[config.mk]
export PLATFORM = sky130hd
export DESIGN_NAME = rpa_ram
export DESIGN_NICKNAME = d
export VERILOG_FILES = /design/src/hw/rtl/rpa_ram.sv
export SDC_FILE = /design/constraint.sdc
export NUM_CORES = 2
export LEC_CHECK = 0
export BUFFER_PORTS_ARGS = -buffer_cell sky130_fd_sc_hd__buf_4
export CELL_PAD_IN_SITES_DETAIL_PLACEMENT = 1
export CELL_PAD_IN_SITES_GLOBAL_PLACEMENT = 1
export CORE_UTILIZATION = 40
export CTS_CLUSTER_DIAMETER = 150
export CTS_CLUSTER_SIZE = 14
export DETAILED_ROUTE_END_ITERATION = 8
export GPL_TIMING_DRIVEN = 0
export PLACE_DENSITY = 0.72
export SETUP_SLACK_MARGIN = 0.5
export SLEW_MARGIN = 20
export SYNTH_ARGS = -nofsm -noshare
export SYNTH_HDL_FRONTEND = slang
export SYNTH_SLANG_ARGS = --single-unit
[constraint.sdc]
create_clock -name clock -period 6.4 [get_ports clock]
set_input_delay 0.32 -clock clock [delete_from_list [all_inputs] [get_ports clock]]
set_output_delay 0.32 -clock clock [all_outputs]
set_load 0.01 [all_outputs]
[src/hw/rtl/rpa_ram.sv]
module rpa_ram #(
   parameter int WIDTH = 8,
   parameter int DEPTH = 256
) (
   input  logic                     clock,
   input  logic                     wr_en,
   input  logic [$clog2(DEPTH)-1:0] wr_addr,
   input  logic [WIDTH-1:0]         wr_data,
   input  logic                     rd_en,
   input  logic [$clog2(DEPTH)-1:0] rd_addr,
   output logic [WIDTH-1:0]         rd_data
);

   logic [WIDTH-1:0] mem_ff [DEPTH];
   logic [WIDTH-1:0] rd_data_ff;

   always_ff @(posedge clock) begin
      if (wr_en) begin
         mem_ff[wr_addr] <= wr_data;
      end
      // read data holds while rd_en is low
      if (rd_en) begin
         rd_data_ff <= mem_ff[rd_addr];
      end
   end

   assign rd_data = rd_data_ff;

endmodule

# Word level (Yosys, flattened, before mapping)
# Memories as Yosys holds them, arrays and structs flattened. A register that Yosys moved wholly into a read port is not among the register bits.
# Cells that the tools add are included.
# W data, S select, Z words.
# totals
inputBits	27
output_inout_bits	8
memories	1
register_bits	0
wordCells	3
mem_bits_rw	2048
# memory_table
name	depth	word_bits	read_ports	rd_clocked_by_memory_dff	wr	line_no	source
mem_ff	256	8	1	1	1	14	logic [WIDTH-1:0] mem_ff [DEPTH];
# classes
n_mux	2
# op_table
op	n
$mux W1	2

# Logic depth before layout (Yosys ltp)
# depth
word_depth	2
ltp_mapped	11
depth_no_buf	6

# Least setup slack after synthesis
# No wires, ideal clock.
# synth_path
path_kind	input -> register
startpoint	input port rd_addr[0]
endpoint	register rd_data_ff[2], in the netlist rd_data[2], read port of mem_ff, data pin
path_slack_ns	4.004
n_path_buf	4
t_arrival_ns	2.127
setup_ns	0.269
required_time_ns	6.131
cell_stages	9
cell_sequence	buf_6 > buf_12 > buf_8 > buf_2 > mux4_2 > a22oi_1 > a21oi_1 > nor4_1 > nor4_2
# synth_lines
item	line_no	source
start: declaration	10	input logic [$clog2(DEPTH)-1:0] rd_addr,
end: declaration	15	logic [WIDTH-1:0] rd_data_ff;

==> results_dict.tcl <==
set metrics [dict create \
    status "finished, final reports clean" \
    fin_nets 3985 \
    synth-seq-cells 2056 \
    cts-root-buf "clkbuf_16" \
    track_usage_pct 25.14 \
    avgSynthCellArea_sq_um 21.33 \
    grt_pass1_wl_mm 343.3 \
    cts_resized 0 \
    initial_core_util_pct 40.30 \
    crit_type "in -> reg" \
    fp.dieH_um 448.2 \
    antenna_found_initial 12 \
    worstPathRequired_ps 6950 \
    ys_warn_count 0 \
    placed_cells 6423 \
    post_drt_wl_per_cell_um 38.20 \
    portBuffers 27 \
    ir_drop_v 0.0002423 \
    drive_gt1_share_pct 21.37 \
    syn-cell-area_sq_um 79640 \
    synth_cells 3733 \
    leakagePower_uw 0.02667 \
    maxCapViolCount 0 \
    cp.arrival_ps 4960 \
    synth-async-reset-ratio_pct 0 \
    synth_edf_count 2056 \
    rsz0062_at_grt "no" \
    grt_pass1_vias 42150 \
    setup_tns_ps 0 \
    area_growth_pct 10.92 \
    viasPerCell 6.291 \
    grt_max_degree 133 \
    design_area_sq_um 88330 \
    skew_ps 38.99 \
    synth_ff_type "edfxtp_1" \
    dieArea_sq_um 200900 \
    layout_common_cells "edfxtp_1, mux4_2, nor2_1" \
    ys_types 54 \
    ant_nets 0 \
    end_kind "flip-flop" \
    die_w_um 448.2 \
    worstPathMaxFanout 12 \
    fill_cells 18070 \
    drc_errors 0 \
    cts_tree "yes" \
    cts_num_sinks 2056 \
    place_area_sq_um 83860 \
    hp-class "in -> reg" \
    synth_seq_area_share_pct 77.53 \
    dpl_worst_slack_ps 1445 \
    worst_slack_ps 1988 \
    dr.pass1.iters 5 \
    final_common_cell "edfxtp_1" \
    power.density_nw_per_um2 291.7 \
    finalCriticalPeriod_ps 4412 \
    globalplace.congestion 1.000 \
    layout.cells.non_filler 6616 \
    finalSetupViolCount 0 \
    worstMarginPinSlew_ps 1339 \
    synth_fp_nets 3760 \
    clock_latency_ps 840 \
    clk_pin_slew_ps 70 \
    max_freq_mhz 226.7 \
    crit_path_start_kind "input pin" \
    finalCritPeriodShare_pct 68.93 \
    core-area_sq_um 197600 \
    pin_count 35 \
    grt_overflow_total 0 \
    slew_viol_final 0 \
    max_slew_margin_pct 9.885 \
    hpwl_mm 169.8 \
    finalWirelength_mm 252.7 \
    drt_iter0_drc 6203 \
    cts_max_path_buffers 3 \
    numCtsBuffers 164 \
    row_count 163 \
    dr_total_vias 41620 \
    htreeDepth 4 \
    timing_hold_violations_final 0 \
]
-- worst max-delay path, cell delays in order --
cell	delay (ps)
buf_2	160
buf_4	370
buf_2	500
buf_2	570
clkbuf_1	980
nand3_1	200
o211ai_1	200
a21oi_1	210
nor4_1	1080
nor4_2	40
buf_2	250
-- cells by family after synthesis --
family / Yosys count / synth area share, %
buffers and inverters: 235 / 1.829
DFF: 2056 / 77.53
muxes: 591 / 14.60
and+or+nand+nor: 466 / 2.625
AOI/OAI and AO/OA: 385 / 3.416
-- final cells by class --
| cell class | count | area, sq um | area share, % |
|---|---|---|---|
| Inverter | 2 | 7.507 | 0.008499 |
| Tap cell | 2640 | 3303 | 3.740 |
| Clock buffer | 168 | 4204 | 4.759 |
| Clock inverter | 9 | 130.1 | 0.1473 |
| Multi-Input combinational cell | 1442 | 16530 | 18.71 |
| Sequential cell | 2056 | 61740 | 69.90 |
| Timing Repair Buffer | 59 | 903.4 | 1.023 |
| Antenna cell | 7 | 17.52 | 0.01983 |
| Buffer | 233 | 1498 | 1.696 |
-- flip-flops by register name, summed over array words and instances (netlist names) --
register	count
rd_data	8
mem_ff	2048
-- report_power, final --
part | leakage [uW] | switching, uW | internal, uW
registers | 0.0185 | 16.0 | 14800
clock network | 0.00213 | 4610 | 4650
logic | 0.00606 | 1150 | 503
-- cell usage after synthesis (all sizes together), types with 28 or more instances --
| master | n | area share (%) |
|---|---|---|
| edfxtp | 2056 | 78 |
| mux4 | 456 | 13 |
| nor2 | 282 | 1.3 |
| mux2i | 134 | 1.7 |
| a22oi | 133 | 1.3 |
| buf | 122 | 1.3 |
| clkbuf | 111 | 0.52 |
| a21oi | 96 | 0.60 |
| o221ai | 47 | 0.52 |
| nand3 | 34 | 0.21 |
| nand2 | 33 | 0.16 |
| nor2b | 31 | 0.24 |
| o22ai | 28 | 0.22 |
-- per-stage QoR --
stage | power [uW] | hold slack, ps | util, %
6_report | 25770 | 78.83 | 44.70
4_1_cts | 25740 | 82.58 | 44.67
2_1_floorplan | 15870 | 418.9 | -
3_5_place_dp | 16760 | 703.8 | 42.43
3_3_place_gp | 16680 | 701.0 | 42.07
5_1_grt | 26150 | 113.0 | 44.69
-- path summary, 6_finish.rpt --
path	from	endpoint	slack, ps	cells after the start
max reg2reg	mem_ff[209][3]	rd_data[3]	2710	6
max	rd_addr[1]	rd_data[7]	1990	11
min reg2reg	mem_ff[218][0]	rd_data[0]	1190	5
min	wr_data[5]	mem_ff[111][5]	80	2
-- per-layer routing --
metal | wire (um) | part of all wire [%] | vias to the layer above | track usage [%]
met4 | 16290 | 6.4 | 6 | 14.65
li1 | - | - | 16010 | -
met2 | 115800 | 46 | 2733 | 38.49
met1 | 93440 | 37 | 22310 | 32.71
met5 | 167 | 0.066 | - | 0.5051
met3 | 27030 | 11 | 563 | 6.163
-- what timing repair did --
action	4_1_cts	5_1_grt
hold endpoints to repair	376	0
setup buffers	0	0
hold buffers	8	0
Power figures use the tool's default switching activity.
