[src/hw/rtl/rpa_clear.sv]
module rpa_clear #(
   parameter int unsigned DEPTH = 256
) (
   input  logic                     clock,
   input  logic                     reset,
   output logic                     busy,
   output logic [$clog2(DEPTH)-1:0] addr
);

   localparam int AW = $clog2(DEPTH);

   logic          busy_ff, busy_in;
   logic [AW-1:0] addr_ff, addr_in;

   // one entry per cycle, starting right after reset
   always_comb begin
      busy_in = busy_ff;
      addr_in = addr_ff;
      if (busy_ff) begin
         addr_in = addr_ff + AW'(1);
         if (addr_ff == AW'(DEPTH - 1)) begin
            busy_in = 1'b0;
         end
      end
   end

   always_ff @(posedge clock) begin
      if (reset) begin
         busy_ff <= 1'b1;
         addr_ff <= '0;
      end else begin
         busy_ff <= busy_in;
         addr_ff <= addr_in;
      end
   end

   assign busy = busy_ff;
   assign addr = addr_ff;

endmodule

[config.mk]
export PLATFORM = sky130hd
export DESIGN_NAME = rpa_clear
export DESIGN_NICKNAME = d
export VERILOG_FILES = /design/src/hw/rtl/rpa_clear.sv
export SDC_FILE = /design/constraint.sdc
export NUM_CORES = 1
export LEC_CHECK = 0
export BUFFER_PORTS_ARGS = -buffer_cell sky130_fd_sc_hd__buf_2
export CAP_MARGIN = 15
export CORE_AREA = 4 4 41 43
export DETAILED_ROUTE_END_ITERATION = 8
export DIE_AREA = 0 0 45 47
export PLACE_DENSITY = 0.58
export SLEW_MARGIN = 15
export SYNTH_ARGS = -nofsm -noshare
export SYNTH_HDL_FRONTEND = slang
export SYNTH_SLANG_ARGS = --single-unit
[constraint.sdc]
create_clock -name clock -period 1.39 [get_ports clock]
set_input_delay 0.278 -clock clock [delete_from_list [all_inputs] [get_ports clock]]
set_output_delay 0.278 -clock clock [all_outputs]
set_load 0.1 [all_outputs]
======== Yosys cells after proc, flatten, opt, wreduce, memory -nomap -nowiden ========
Cells that the tools add are included.
W data, S select, Z words.
cells by class
  reduce and logical (&&, ||, !) cells .... 0
  shifts and indexed selects .............. 0
  mux-type cells .......................... 2
  $add $sub $neg .......................... 1
  equality and inequality tests ........... 1
  magnitude comparators ................... 0
  multipliers ............................. 0
  div/mod/pow operators ................... 0
  bitwise operators ....................... 0
operators by type and width
  kind                   number
  $add A8 B1 Y8 const B  1
  $eq A8 B8 Y1 const B   1
  $mux W1                2
word-level totals
  bits in registers ....................... 9
  RAM bits ................................ 0
  input port bits ......................... 2
  output and inout bits ................... 9
  bits in latches ......................... 0
  bits in read-only memories .............. 0
  word-level logic and storage cells ...... 6
  memories kept ........................... 0

======== Logic depth before layout (Yosys ltp) ========
Gate-level depths: netlist of the first run.
  depth in word-level cells ............... 3
  depth in mapped cells ................... 4
  gate-level depth less buffers ........... 4

======== Worst setup path before layout of the first run ========
OpenSTA, ideal clock, no wires.
  path kind ............................... flip-flop to flip-flop
  start point ............................. register addr_ff[0] (netlist: addr[0])
  end point ............................... register addr_ff[6] (netlist: addr[6])
  path buffers ............................ 0
  data required time ...................... 1,320 ps
  stages on the path, launching flop included .. 5
  arrival ................................. 1,920 ps
  library setup time ...................... 70 ps
  setup slack ............................. -600 ps
  period minus slack after synthesis ...... 1,990 ps
  path through ............................ dfxtp_1 ha_1 nand3_1 or3_1 a21oi_1
on the way
  longest elaborated chain between the ends .. 1
ends and longest elaborated chain
  what                      RTL line  text
  start: declaration        13        logic [AW-1:0] addr_ff, addr_in;
  start signal: assignment  33        addr_ff <= addr_in;
  $add A8 B1 Y8             20        addr_in = addr_ff + AW'(1);
No other way between the ends.
A chain may end at the register's enable or synchronous reset.

======== Worst setup path in the final report of the first run ========
  start point ............................. register addr_ff[4] (netlist: addr[4])
  end point ............................... output addr[4]
RTL lines
  what              RTL line  text
  end: declaration  7         output logic [$clog2(DEPTH)-1:0] addr
No word-level cell between the ends.

==> flow_metrics.tcl, run 1 <==
set metrics [dict create \
    io_buffers 10 \
    firstDrtPassIters 2 \
    top_usage_layer "met2" \
    die_w_microns 45 \
    ff2ff_setup_slack_ns 0.20 \
    postRouteAntennaNets 0 \
    rsz0062_at_grt "false" \
    cp.arrival_ns 1.07 \
    synth.distinct_cells 16 \
    cp-end-kind "output port" \
    post-route-min-period_ns 1.34 \
    htreeDepth 1 \
    grt_util_met3_pct 2.68 \
    crit_chain "buf_2" \
    preCtsSetupSlack_ns 0.215 \
    path_buf_inv 1 \
    dr_total_vias 332 \
    setup_viol 0 \
    wl_microns 819 \
    syn_to_final_growth_pct 48.3 \
    diodes 0 \
    core-area_sq_mm 0.00130 \
    cts.sinks 9 \
    start_util_pct 28.7 \
    avgRoutedWirePerCell_microns 12.0 \
    grt.overflow.total 0 \
    yosys_warnings 0 \
    leakage_uw 0.000229 \
    hold_depth 2 \
    drv_cap 0 \
    hold_end "addr[5]" \
    cts_root_buf "clkbuf_4" \
    synth_cells 41 \
    finClkSkew_ns 0.00326 \
    multi_input_area_sq_um 196 \
    setup_slack_ns 0.0462 \
    n_fill_cell 140 \
    cts_resized 0 \
    drc_errors 0 \
    ios 11 \
    worstMarginPinSlew_ns 0.486 \
    hold_path_startpoint "reset" \
    slew_headroom_pct 67.8 \
    viasPerCell 4.88 \
    ys.flop_type "dfxtp_1" \
    antenna_found_initial 0 \
    yosys.area.top_type "dfxtp_1" \
    grt_use_met1_pct 11.8 \
    clock_path_buffers 2 \
    ys_seq_area_share_pct 48.3 \
    cpLargestDelayFamily "buffers and inverters" \
    reg2regPathDepth 4 \
    r2r_start "addr[0]" \
    grt_max_degree 10 \
    worst_hold_path_type "in -> reg" \
    powerDensity_mw_per_mm2 1060 \
    cp-startpoint "addr[4]" \
    grt_pass1_wl_mm 1.34 \
    cts_tree "done" \
    crit_path_start_kind "flop" \
    cpMaxStageDelayCell "buf_2" \
    cts_setup_buffers 0 \
    cts-hold-fix-buffers 0 \
    cpPeakStageDelay_ns 0.44 \
    synthTopCellsByCount "dfxtp_1, nor2_1, o21ai_0" \
    yosysMostFrequentCell "dfxtp_1" \
    timing.final.crit_share_pct 96.7 \
    ys_seq_elements 9 \
    dp_hpwl_microns 570 \
    ys_async_sr_fraction_pct 0 \
    syn_nets 44 \
    drt-initial-drc-count 2 \
    synth_edf_count 0 \
    syn_area_sq_um 373 \
    critical_path.max_fanout 5 \
    place_congestion 0.662 \
    fp.dieH_microns 47 \
    ir_drop_mv 0.519 \
    first_global_vias 306 \
    seq_area_sq_um 201 \
    worstPathRequired_ns 1.11 \
    cts_buffers 3 \
    path_class "reg -> out" \
    fin_setup_tns_ns 0 \
    drive_gt1_share_pct 45.3 \
    max_freq_mhz 744 \
    die_area_sq_mm 0.00212 \
    synth_area_leaders "dfxtp_1, xor2_1, o21ai_0" \
    syn_avg_cell_area_sq_um 9.09 \
    r2r_end "addr[6]" \
    rows 13 \
    clkTransAtPathRegs_ns 0.06 \
    hold_viol 0 \
    post-synth-top-area-fraction_pct 48.3 \
    fin_nets 57 \
    clk_latency_ns 0.26 \
    drv_slew 0 \
    grt_use_total_pct 9.21 \
    status "completed" \
    use_met2_pct 12.1 \
]
-- cell type report --
cell class | instances | share of cell area, %
sequential | 9 | 36.4
timing repair buffer | 10 | 19.9
tap | 15 | 3.39
clock buffer | 4 | 4.75
multi-input combinational | 30 | 35.5
-- routing by layer --
layer / up-vias / wire, microns / part of all wire, %
met3: 3 / 61 / 7.4
met2: 9 / 346 / 42
li1: 167 / - / -
met1: 153 / 383 / 47
met4: 0 / 28 / 3.4
met5: - / 0 / 0
-- per-stage QoR --
| step | std cells | hold slack (ns) | area, sq um | total power [uW] | utilization [%] |
|---|---|---|---|---|---|
| 6_report | 68 | 0.279 | 553 | 584 | 42.5 |
| 5_1_grt | 68 | 0.279 | 553 | 613 | 42.5 |
| 2_1_floorplan | 41 | 0.566 | 413 | 354 | - |
| 3_5_place_dp | 64 | 0.483 | 527 | 384 | 40.5 |
| 4_1_cts | 68 | 0.280 | 553 | 593 | 42.5 |
| 3_3_place_gp | 64 | 0.477 | 527 | 382 | 40.5 |
-- worst max path at each step --
stage	depth (start not counted)	endpoint	slack (ns)
after CTS	1	addr[4]	0.04
after global placement	4	addr[6]	0.24
after floorplan	3	addr[7]	-0.0009
after detailed placement	4	addr[6]	0.22
after global routing	1	addr[4]	0.01
final	1	addr[4]	0.05
-- state kept, by name (all words and copies together), names as in the netlist --
| name | count |
|---|---|
| addr | 8 |
| busy | 1 |
-- cells in the final DEF, fill, tap and decap left out, types with 2 or more instances in the layout --
| master | count |
|---|---|
| buf_12 | 4 |
| xor2_1 | 3 |
| clkbuf_4 | 3 |
| o21ai_0 | 4 |
| a21oi_1 | 3 |
| nand3_1 | 3 |
| dfxtp_2 | 5 |
| nor2_1 | 5 |
| or3_1 | 3 |
| nand2_1 | 2 |
| buf_2 | 6 |
| nand4_1 | 2 |
| dfxtp_4 | 4 |
-- logic make-up (layout without fill, tap and decap cells) --
family | after synthesis | after routing | share of synthesized area (%)
simple gates | 17 | 17 | 24.5
flops | 9 | 9 | 48.3
compound gates | 7 | 7 | 9.40
xor+xnor | 4 | 4 | 9.40
buf+inv | 2 | 14 | 2.35
fa+ha+maj | 1 | 1 | 3.36
mux | 1 | 1 | 2.68
-- power by group --
part	internal, uW	switching (uW)
registers	263	15.3
logic	31.2	68.7
clock network	111	94.4
Note: power is estimated with default switching activity, not from simulation.
==> inputs of run 2 (changes only) <==
- HOLD_SLACK_MARGIN: default -> 0.15
- MAX_ROUTING_LAYER: default -> met4
==> run 2 against run 1 <==
Against the previous run: core utilization did not move; via count rose by 0.30%; routed wire length rose by 0.61%; critical path depth did not move; highest routed layer unchanged; maximum frequency fell by 0.43%; non-clock buffer count did not move.
==> flow_metrics.tcl, run 2 (synthesized netlist as in run 1, its figures left out) <==
set metrics [dict create \
    clkTransAtPathRegs_ns 0.06 \
    setup_viol 0 \
    diodes 0 \
    cts_setup_buffers 0 \
    die_area_sq_mm 0.00212 \
    cts_root_buf "clkbuf_4" \
    crit_path_start_kind "flop" \
    max_freq_mhz 741 \
    path_buf_inv 1 \
    hold_path_startpoint "reset" \
    status "completed" \
    io_buffers 10 \
    wl_microns 824 \
    worstPathRequired_ns 1.11 \
    final_common_cell "buf_2" \
    hold_slack_ns 0.273 \
    firstDrtPassIters 2 \
    rows 13 \
    ff2ff_setup_slack_ns 0.20 \
    hold_depth 2 \
    syn_to_final_growth_pct 48.3 \
    avgRoutedWirePerCell_microns 12.1 \
    dp_hpwl_microns 570 \
    worst_hold_path_type "in -> reg" \
    grt_pass1_wl_mm 1.34 \
    clock_path_buffers 2 \
    drv_cap 0 \
    setup_slack_ns 0.0405 \
    fp.dieH_microns 47 \
    cts_buffers 3 \
    powerDensity_mw_per_mm2 1060 \
    htreeDepth 1 \
    cts-hold-fix-buffers 0 \
    cp.arrival_ns 1.07 \
    core-area_sq_mm 0.00130 \
    cpMaxStageDelayCell "buf_2" \
    cpLargestDelayFamily "buffers and inverters" \
    rsz0062_at_grt "false" \
    cp.depth 1 \
    routed.top_layer "met4" \
    drt-initial-drc-count 2 \
    ir_drop_mv 0.531 \
    r2r_start "addr[0]" \
    worstMarginPinSlew_ns 0.486 \
    grt_max_degree 10 \
    timing.final.crit_share_pct 97.1 \
    leakage_uw 0.000229 \
    antenna_found_initial 0 \
    preCtsSetupSlack_ns 0.215 \
    slew_headroom_pct 67.8 \
    cts_tree "done" \
    viasPerCell 4.90 \
    first_global_vias 306 \
    grt_use_total_pct 9.52 \
    post-route-min-period_ns 1.35 \
    drive_gt1_share_pct 45.3 \
    ios 11 \
    cts.sinks 9 \
    die_w_microns 45 \
    postRouteAntennaNets 0 \
    hold_end "addr[5]" \
    wirelength_met1_microns 388 \
    cp-end-kind "output port" \
    hold_viol 0 \
    start_util_pct 28.7 \
    finalPower_uw 588 \
    fin_nets 57 \
    finClkSkew_ns 0.00324 \
    cts_resized 0 \
    wl_met2_microns 345 \
    grt.overflow.total 0 \
    dr_total_vias 333 \
    largest_reg_flops 8 \
    crit_chain "buf_2" \
    path_class "reg -> out" \
    cpPeakStageDelay_ns 0.44 \
    place_congestion 0.668 \
    critical_path.max_fanout 5 \
    final_cell_mix "buf_2, nor2_1, dfxtp_2" \
    wl_met3_microns 62 \
    drc_errors 0 \
    drv_slew 0 \
    reg2regPathDepth 4 \
    r2r_end "addr[6]" \
    clk_latency_ns 0.27 \
]
[run 2: cell counts in the layout (fill, tap and decap cells not counted)]
Identical to the previous run, type by type.
[run 2: how the worst max path moves through the flow]
| stage | from | to | slack (ns) |
|---|---|---|---|
| 2_1_floorplan | addr[3] | addr[7] | -0.0009 |
| 3_3_place_gp | addr[0] | addr[6] | 0.24 |
| 3_5_place_dp | addr[0] | addr[6] | 0.22 |
| 4_1_cts | addr[4] | addr[4] | 0.04 |
| 5_1_grt | addr[4] | addr[4] | 0.01 |
| 6_report | addr[4] | addr[4] | 0.04 |
[run 2: stage by stage]
stage	cell area, sq um	cells	util (%)	TNS (ns)
floorplan	413	41	-	-0.000857
global placement	527	64	40.5	0
detailed placement	527	64	40.5	0
CTS	553	68	42.5	0
global route	553	68	42.5	0
finish	553	68	42.5	0
[run 2: cell type report]
cell class | count | area, sq um
fillers | 140 | 748
flip-flops and latches | 9 | 201
clock buffers | 4 | 26.3
repair buffers | 10 | 110
well taps | 15 | 18.8
multi-input cells | 30 | 196
[run 2: per-layer routing]
metal	vias to the layer above	GRT usage, %
met1	153	11.8
met4	0	8.77
met3	4	2.68
met5	-	-
met2	9	12.1
li1	167	-
[run 2: report_power, final]
group	total [uW]	switching [uW]	internal, uW
clock	209	98.2	111
combinational	99.9	68.7	31.2
sequential	279	15.3	263
